### src/rtl/fcce_pkg.sv
// Shared types and constants for the FAT cluster chain engine.
// Used by fcce_ctrl, fcce_datapath and the top level; no dependencies.
package fcce_pkg;

  localparam int unsigned CFG_W = 13;
  localparam int unsigned IDX_W = 12;
  localparam int unsigned VAL_W = 32;

  localparam logic [VAL_W-1:0] EOC_MIN  = 32'h0FFF_FFF8;
  localparam logic [VAL_W-1:0] EOC_MARK = 32'h0FFF_FFFF;

  typedef logic [2:0] action_t;
  localparam action_t ACT_READ   = 3'd0;
  localparam action_t ACT_WRITE  = 3'd1;
  localparam action_t ACT_NEXT   = 3'd2;
  localparam action_t ACT_ALLOC  = 3'd3;
  localparam action_t ACT_EXTEND = 3'd4;
  localparam action_t ACT_FREE   = 3'd5;

  typedef logic [1:0] status_t;
  localparam status_t ST_OK      = 2'd0;
  localparam status_t ST_NOSPACE = 2'd1;
  localparam status_t ST_RANGE   = 2'd2;

  typedef logic [4:0] op_t;
  localparam op_t OP_NONE     = 5'd0;
  localparam op_t OP_LOAD     = 5'd1;
  localparam op_t OP_CLR      = 5'd2;
  localparam op_t OP_WR_IDX   = 5'd3;
  localparam op_t OP_RD_CUR   = 5'd4;
  localparam op_t OP_RD_CAND  = 5'd5;
  localparam op_t OP_RES_RAW  = 5'd6;
  localparam op_t OP_RES_NEXT = 5'd7;
  localparam op_t OP_ERR      = 5'd8;
  localparam op_t OP_NOSPC    = 5'd9;
  localparam op_t OP_AL_FOUND = 5'd10;
  localparam op_t OP_AP_TAKE  = 5'd11;
  localparam op_t OP_AP_SKIP  = 5'd12;
  localparam op_t OP_AP_END   = 5'd13;
  localparam op_t OP_WK_STEP  = 5'd14;
  localparam op_t OP_WK_END   = 5'd15;
  localparam op_t OP_FR_STEP  = 5'd16;
  localparam op_t OP_FR_RANGE = 5'd17;
  localparam op_t OP_EMIT     = 5'd18;

  typedef struct packed {
    action_t act;
    logic    idx_bad;
    logic    clr_last;
    logic    cand_ge_lim;
    logic    got_ge_n;
    logic    rd_zero;
    logic    rd_end;
    logic    rd_ge_lim;
    logic    steps_hit;
  } dp_status_t;

endpackage

### src/rtl/fcce_ctrl.sv
// Controller of the FAT cluster chain engine: sequences table clear, commands,
// walks and scans by issuing op codes to fcce_datapath; uses fcce_pkg.
module fcce_ctrl (
  input  logic                 clk,
  input  logic                 rst,
  input  logic                 in_valid,
  output logic                 in_ready,
  output logic                 out_valid,
  input  logic                 out_ready,
  input  fcce_pkg::dp_status_t status,
  output fcce_pkg::op_t        op
);

  localparam logic [3:0] S_CLEAR = 4'd0;
  localparam logic [3:0] S_IDLE  = 4'd1;
  localparam logic [3:0] S_DISP  = 4'd2;
  localparam logic [3:0] S_RDRES = 4'd3;
  localparam logic [3:0] S_AL_RD = 4'd4;
  localparam logic [3:0] S_AL_CK = 4'd5;
  localparam logic [3:0] S_AP_RD = 4'd6;
  localparam logic [3:0] S_AP_CK = 4'd7;
  localparam logic [3:0] S_WK_RD = 4'd8;
  localparam logic [3:0] S_WK_CK = 4'd9;
  localparam logic [3:0] S_FR_RD = 4'd10;
  localparam logic [3:0] S_FR_CK = 4'd11;
  localparam logic [3:0] S_OUT   = 4'd12;

  logic [3:0] state;
  logic [3:0] state_next;
  logic       out_free;

  assign in_ready = state == S_IDLE;
  assign out_free = !out_valid || out_ready;

  always_comb begin
    state_next = state;
    op         = fcce_pkg::OP_NONE;
    case (state)
      S_CLEAR: begin
        op = fcce_pkg::OP_CLR;
        if (status.clr_last) begin
          state_next = S_IDLE;
        end
      end
      S_IDLE: begin
        if (in_valid) begin
          op         = fcce_pkg::OP_LOAD;
          state_next = S_DISP;
        end
      end
      S_DISP: begin
        if (status.act > fcce_pkg::ACT_FREE ||
            (status.act != fcce_pkg::ACT_ALLOC && status.idx_bad)) begin
          op         = fcce_pkg::OP_ERR;
          state_next = S_OUT;
        end else begin
          case (status.act)
            fcce_pkg::ACT_READ, fcce_pkg::ACT_NEXT: begin
              op         = fcce_pkg::OP_RD_CUR;
              state_next = S_RDRES;
            end
            fcce_pkg::ACT_WRITE: begin
              op         = fcce_pkg::OP_WR_IDX;
              state_next = S_OUT;
            end
            fcce_pkg::ACT_ALLOC: begin
              state_next = S_AL_RD;
            end
            fcce_pkg::ACT_EXTEND: begin
              op         = fcce_pkg::OP_RD_CUR;
              state_next = S_WK_CK;
            end
            default: begin
              op         = fcce_pkg::OP_RD_CUR;
              state_next = S_FR_CK;
            end
          endcase
        end
      end
      S_RDRES: begin
        op = (status.act == fcce_pkg::ACT_NEXT) ? fcce_pkg::OP_RES_NEXT
                                                : fcce_pkg::OP_RES_RAW;
        state_next = S_OUT;
      end
      S_AL_RD: begin
        if (status.cand_ge_lim) begin
          op         = fcce_pkg::OP_NOSPC;
          state_next = S_OUT;
        end else begin
          op         = fcce_pkg::OP_RD_CAND;
          state_next = S_AL_CK;
        end
      end
      S_AL_CK: begin
        if (status.rd_zero) begin
          op         = fcce_pkg::OP_AL_FOUND;
          state_next = S_AP_RD;
        end else begin
          op         = fcce_pkg::OP_AP_SKIP;
          state_next = S_AL_RD;
        end
      end
      S_AP_RD: begin
        if (status.cand_ge_lim || status.got_ge_n) begin
          op         = fcce_pkg::OP_AP_END;
          state_next = S_OUT;
        end else begin
          op         = fcce_pkg::OP_RD_CAND;
          state_next = S_AP_CK;
        end
      end
      S_AP_CK: begin
        op         = status.rd_zero ? fcce_pkg::OP_AP_TAKE : fcce_pkg::OP_AP_SKIP;
        state_next = S_AP_RD;
      end
      S_WK_RD: begin
        op         = fcce_pkg::OP_RD_CUR;
        state_next = S_WK_CK;
      end
      S_WK_CK: begin
        if (status.rd_end) begin
          op         = fcce_pkg::OP_WK_END;
          state_next = S_AP_RD;
        end else if (status.rd_ge_lim || status.steps_hit) begin
          op         = fcce_pkg::OP_ERR;
          state_next = S_OUT;
        end else begin
          op         = fcce_pkg::OP_WK_STEP;
          state_next = S_WK_RD;
        end
      end
      S_FR_RD: begin
        op         = fcce_pkg::OP_RD_CUR;
        state_next = S_FR_CK;
      end
      S_FR_CK: begin
        if (status.rd_zero || status.rd_end) begin
          op         = fcce_pkg::OP_FR_STEP;
          state_next = S_OUT;
        end else if (status.rd_ge_lim) begin
          op         = fcce_pkg::OP_FR_RANGE;
          state_next = S_OUT;
        end else begin
          op         = fcce_pkg::OP_FR_STEP;
          state_next = S_FR_RD;
        end
      end
      S_OUT: begin
        if (out_free) begin
          op         = fcce_pkg::OP_EMIT;
          state_next = S_IDLE;
        end
      end
      default: begin
        state_next = S_IDLE;
      end
    endcase
  end

  always_ff @(posedge clk) begin
    if (rst) begin
      state     <= S_CLEAR;
      out_valid <= 1'b0;
    end else begin
      state <= state_next;
      if (op == fcce_pkg::OP_EMIT) begin
        out_valid <= 1'b1;
      end else if (out_ready) begin
        out_valid <= 1'b0;
      end
    end
  end

endmodule

### config.mk
export PLATFORM = sky130hd
export DESIGN_NAME = fcce_ctrl
export DESIGN_NICKNAME = d
export VERILOG_FILES = /design/src/rtl/fcce_pkg.sv /design/src/rtl/fcce_ctrl.sv
export SDC_FILE = /design/constraint.sdc
export NUM_CORES = 1
export LEC_CHECK = 0
export BUFFER_PORTS_ARGS = -buffer_cell sky130_fd_sc_hd__buf_2
export CORE_MARGIN = 3
export CORE_UTILIZATION = 54
export DETAILED_ROUTE_END_ITERATION = 16
export PLACE_DENSITY = 0.79
export SETUP_SLACK_MARGIN = 0.15
export SLEW_MARGIN = 20
export SYNTH_ARGS = -nofsm -noshare
export SYNTH_HDL_FRONTEND = slang
export SYNTH_SLANG_ARGS = --single-unit
### constraint.sdc
create_clock -name clk -period 2.6 [get_ports clk]
set_input_delay 0.52 -clock clk [delete_from_list [all_inputs] [get_ports clk]]
set_output_delay 0.52 -clock clk [all_outputs]
set_load 0.01 [all_outputs]
==> results of run 1 <==
## kinds of logic after synthesis
| family | share of synthesized area, % |
|---|---|
| buffers and inverters | 8.593 |
| DFF | 13.22 |
| AOI/OAI and AO/OA | 38.18 |
| muxes | 1.322 |
| and+or+nand+nor | 38.68 |
## sequential cells by signal (all words and copies together) (netlist names)
register / flops
out_valid: 1
state: 4
## critical path, delay by kind of cell, from the launching register on
kind	cells	cell delay, ps
and+or+nand+nor	3	800
DFF	1	540
AOI/OAI and AO/OA	1	110
buffers and inverters	1	150
## where the power goes
group	switching, uW	internal, uW	total [uW]	leakage, uW
Combinational	175	160	334	0.000284
Sequential	72.6	93.5	166	0.0000412
Clock	31.0	58.0	89.0	0.0000150
## cell type report
class | count | area share, %
multi-input cells | 87 | 67.48
repair buffers | 24 | 14.55
inverters | 2 | 1.427
well taps | 14 | 1.997
clock buffers | 4 | 2.996
flip-flops and latches | 5 | 11.55
## worst max-delay path by stage
stage          depth (start not counted)       start  slack [ps]  endpoint
2_1_floorplan                          4  status[10]         820     op[2]
3_3_place_gp                           5    state[1]         450     op[1]
3_5_place_dp                           5    state[1]         370     op[1]
4_1_cts                                5    state[2]         250     op[2]
5_1_grt                                5    state[2]         170     op[2]
6_report                               5    state[2]         230     op[2]
## metrics by stage
stage	instance area (um2)	util (%)	setup slack [ps]	std cells
6_report	877.1	73.02	225.7	136
4_1_cts	877.1	73.02	252.3	136
3_5_place_dp	849.6	70.73	373.6	132
5_1_grt	877.1	73.02	169.7	136
2_1_floorplan	757.0	-	820.4	101
3_3_place_gp	849.6	70.73	453.8	132
## per-layer routing
layer	share of wire [%]	global-route usage, %	up-vias
met5	0	0	-
met2	44	35.69	60
li1	-	-	437
met3	11	8.299	2
met1	44	30.62	396
met4	0.66	6.024	0
## placed cells by master, fill, tap and decap left out, types with 3 or more instances in the layout
cell type  Yosys  routed
clkbuf_4       0       3
buf_4          2       3
dfxtp_1        5       4
o21ai_0        6       6
or3_1          3       3
a21oi_1       10      10
nand2b_1       5       5
nand2_1        4       4
nor2b_1        5       5
nand3b_1       4       4
nand3_1        3       3
nor2_1         7       7
buf_2          3      21
==> results.py, run 1 <==
metrics = {
    "floorplan": {
        "design.core.area_um2": 1201,
        "die_h_um": 43.44,
        "ioPinCount": 22,
        "fp.dieW_um": 43.44,
        "initial_core_util_pct": 63.02,
        "rows": 12,
        "dieArea_um2": 1887,
    },
    "clock_tree": {
        "cts_tree": "yes",
        "cts_htree_levels": 1,
        "cts_root_buf": "clkbuf_4",
        "clk_pin_slew_ps": 40,
        "cts_inserted_buffers": 3,
        "cts.sinks": 5,
        "ctsResizeCount": 1,
        "clk_latency_ps": 240,
        "cts_buffer_depth": 2,
        "post_cts_buffers": 0,
        "cts_hold_buf": 0,
    },
    "setup_path": {
        "critPathKind": "register to primary output",
        "cp_data_required_time_ps": 2080,
        "r2r-end": "state[1]",
        "critPathSlowestCell": "dfxtp_1",
        "end_kind": "primary output",
        "slowest_delay_ps": 540,
        "worstPathArrival_ps": 1850,
        "r2r_start": "state[0]",
        "cp_max_fo": 12,
        "cp_cell_sequence": "and2b_2 > nand3_1 > a31oi_1 > or3_1 > buf_2",
        "ff2ff_path_depth": 4,
        "cp-start-kind": "register",
        "r2r_slack_ps": 880,
    },
    "sta": {
        "period_share_pct": 91.32,
        "drv_slew": 0,
        "finalHoldViolCount": 0,
        "rsz0062_at_grt": "no",
        "tightest_slew_ps": 769.9,
        "final.setup.tns_ps": 0,
        "clock_skew_ps": 2.292,
        "max_slew_margin_pct": 48.60,
        "clock.fmax_mhz": 421.2,
        "setup_viol_count_final": 0,
        "holdWs_ps": 499.8,
        "min_period_ps": 2374,
    },
    "synthesis": {
        "synth_nets": 116,
        "synthesis.area_um2": 757.0,
        "synth_edf_count": 0,
        "syn_avg_cell_area_um2": 7.495,
        "synth_top_area_share_pct": 13.22,
        "synth_area_leaders": "dfxtp_1 (13%), a21oi_1 (6.6%), nand2b_1 (4.1%)",
        "synth-warning-count": 0,
        "ys_top_cells_by_count": "a21oi_1 (10), nor2_1 (7), o21ai_0 (6)",
        "seq_area_frac_synth_pct": 13.22,
        "synth_seq_cells": 5,
        "yosys_most_used_dff": "dfxtp_1",
        "synthCells": 101,
        "synth.most_common_cell": "a21oi_1",
        "synth_top_cell_by_area": "dfxtp_1",
        "netlist-cell-type-count": 48,
        "async_flop_share_pct": 0,
    },
    "routing": {
        "drt_wl_total_um": 2109,
        "vias": 895,
        "ant_nets": 0,
        "dr.first_iter.drc_count": 49,
        "dr.pass1.iters": 4,
        "wl_per_cell_um": 15.51,
        "vias_per_cell": 6.581,
        "drcViolationCount": 0,
    },
    "power_and_ir_drop": {
        "power.leakage_uw": 0.0003401,
        "finalPower_uw": 589.5,
        "power_density_nw_per_um2": 672.1,
        "ir_drop_v": 0.0006577,
    },
    "cells_and_area": {
        "fill_cells": 105,
        "multiInputGateArea_um2": 591.8,
        "seqCellArea_um2": 101.3,
        "drive_gt1_share_pct": 30.33,
        "n_antenna_cell": 0,
        "num-nets-final": 138,
        "areaGrowthSynthToFinish_pct": 15.87,
    },
    "placed_design": {
        "hpwlAfterDp_um": 1610,
        "gp_congestion": 0.8985,
        "portBuffers": 21,
    },
    "grt": {
        "grtUsageTotal_pct": 23.19,
        "gr-total-overflow": 0,
        "grt_pass1_wl_um": 3456,
        "grt_pass1_vias": 792,
        "grt_antenna_before_repair": 0,
        "grt_max_degree": 23,
    },
    "outcome": {
        "status": "finished, final reports clean",
    },
    "hold_path": {
        "hold_class": "input pin to register",
        "hold_end": "state[3]",
        "min_path_cells": 2,
        "hold_path.startpoint": "rst",
    },
    "job": {
        "drv_cap": 0,
    },
}
No activity file was read; power rests on OpenSTA's default activity.
==> run 2: changes to the inputs <==
Settings changed: CORE_UTILIZATION 54 to 40, HOLD_SLACK_MARGIN from default to 0.06, PLACE_DENSITY 0.79 to 0.6.
==> run 2 against run 1 <==
Against the previous run:
- non-clock buffer count is the same
- sequential power is essentially flat
- die area grew 30%
==> results.py, run 2 (synthesis gave the netlist of run 1 again) <==
metrics = {
    "cells_and_area": {
        "num-nets-final": 138,
        "top_regs": "state x4, out_valid x1",
        "top_register": "state",
        "drive_gt1_share_pct": 31.15,
        "final_common_cell": "buf_2",
        "largest_reg_flops": 4,
        "areaGrowthSynthToFinish_pct": 17.85,
        "final_cell_mix": "buf_2 (21), a21oi_1 (10), nor2_1 (7)",
        "fill_cells": 184,
        "utilization_pct": 50.57,
        "n_antenna_cell": 0,
    },
    "setup_path": {
        "r2r_slack_ps": 890,
        "r2r_start": "state[3]",
        "cp_cell_sequence": "buf_4 > nand3_1 > a311o_1 > o211ai_1 > buf_2",
        "cp_max_fo": 13,
        "cp-start-kind": "register",
        "end_kind": "primary output",
        "critPathKind": "register to primary output",
        "r2r-end": "state[1]",
        "cp_data_required_time_ps": 2080,
        "critPathSlowestCell": "dfxtp_1",
        "crit_family": "flip-flops",
        "ff2ff_path_depth": 5,
        "worstPathArrival_ps": 1760,
        "slowest_delay_ps": 570,
        "cp_num_buf_inv": 2,
    },
    "placed_design": {
        "hpwlAfterDp_um": 1545,
        "portBuffers": 21,
        "gp_congestion": 0.8243,
    },
    "grt": {
        "grt_max_degree": 23,
        "grt_antenna_before_repair": 0,
        "gr-total-overflow": 0,
        "grtUsageTotal_pct": 16.73,
        "grt_pass1_wl_um": 3318,
        "grt_pass1_vias": 752,
    },
    "floorplan": {
        "dieArea_um2": 2450,
        "die_h_um": 49.50,
        "ioPinCount": 22,
        "rows": 15,
        "design.core.area_um2": 1764,
        "initial_core_util_pct": 42.91,
        "fp.dieW_um": 49.50,
    },
    "clock_tree": {
        "cts_root_buf": "clkbuf_4",
        "post_cts_buffers": 0,
        "cts_hold_buf": 0,
        "clk_latency_ps": 240,
        "cts_buffer_depth": 2,
        "cts_htree_levels": 1,
        "cts_tree": "yes",
        "cts.sinks": 5,
        "clk_pin_slew_ps": 40,
        "cts_inserted_buffers": 3,
    },
    "routing": {
        "dr.first_iter.drc_count": 20,
        "ant_nets": 0,
        "wl_per_cell_um": 13.74,
        "vias_per_cell": 5.714,
        "dr.pass1.iters": 4,
        "drcViolationCount": 0,
        "drt_wl_total_um": 2020,
        "vias": 840,
    },
    "sta": {
        "setup_viol_count_final": 0,
        "min_period_ps": 2285,
        "final.setup.tns_ps": 0,
        "tightest_slew_ps": 426.2,
        "clock.fmax_mhz": 437.7,
        "rsz0062_at_grt": "no",
        "clock_skew_ps": 0.8242,
        "max_slew_margin_pct": 71.55,
        "finalHoldViolCount": 0,
        "period_share_pct": 87.87,
        "drv_slew": 0,
    },
    "hold_path": {
        "min_path_cells": 2,
        "hold_path.startpoint": "rst",
        "hold_class": "input pin to register",
        "hold_end": "state[2]",
    },
    "power_and_ir_drop": {
        "power_density_nw_per_um2": 658.2,
        "power.leakage_uw": 0.0003403,
        "ir_drop_v": 0.0005562,
    },
    "job": {
        "drv_cap": 0,
    },
    "outcome": {
        "status": "finished, final reports clean",
    },
}
[run 2: cell types whose count changed in the layout (fill, tap and decap cells not counted)]
cell | previous run | this run
dfxtp_1 | 4 | 3
dfxtp_2 | 1 | 2
[run 2: how the worst max path moves through the flow]
stage	from	to	slack [ps]	depth (start not counted)
final	state[3]	op[1]	320	5
after global routing	state[3]	op[2]	200	5
after CTS	state[0]	op[2]	300	5
after detailed placement	state[1]	op[1]	370	5
after global placement	state[1]	op[1]	460	5
after floorplan	status[10]	op[2]	820	4
[run 2: what timing repair did]
action	in CTS	in global routing
pin swaps	0	0
endpoints found under the setup margin	1	1
gates resized for setup	1	1
[run 2: report_power, final]
group          internal (uW)  leakage, uW  total [uW]  switching (uW)
Sequential              95.0    0.0000414         164            69.3
Clock                   58.1    0.0000150        90.9            32.9
Combinational            160     0.000284         332             172
[run 2: routing by layer]
metal / vias to the layer above / routed length, um / global-route usage (%)
met5: - / 0 / 0
met4: 0 / 0 / 2.765
met3: 0 / 94 / 4.532
met2: 28 / 904 / 26.79
met1: 378 / 1021 / 22.71
li1: 434 / - / -
[run 2: area by class of cell]
class | instances | area [um2] | share of cell area [%]
Clock buffer | 4 | 26.28 | 2.945
Inverter | 2 | 12.51 | 1.403
Multi-Input combinational cell | 87 | 591.8 | 66.34
Sequential cell | 5 | 102.6 | 11.50
Tap cell | 25 | 31.28 | 3.506
Timing Repair Buffer | 24 | 127.6 | 14.31
[run 2: worst reg2reg max path: cells and delay by family, from the launching register on]
family / cells / cell delay, ps
compound gates: 2 / 430
simple gates: 2 / 330
flops: 1 / 570
buf+inv: 1 / 280
[run 2: metrics by stage]
| step | setup WS, ps | total power (uW) | instances | hold WS (ps) | instance area (um2) |
|---|---|---|---|---|---|
| finish | 315.4 | 587.2 | 147 | 512.4 | 892.1 |
| global route | 200.2 | 636.2 | 147 | 507.3 | 892.1 |
| CTS | 295.2 | 586.7 | 147 | 499.6 | 890.9 |
| detailed placement | 372.9 | 492.2 | 143 | 552.7 | 863.3 |
| global placement | 458.8 | 493.9 | 143 | 550.9 | 863.3 |
| floorplan | 820.4 | 410.4 | 101 | 589.1 | 757.0 |
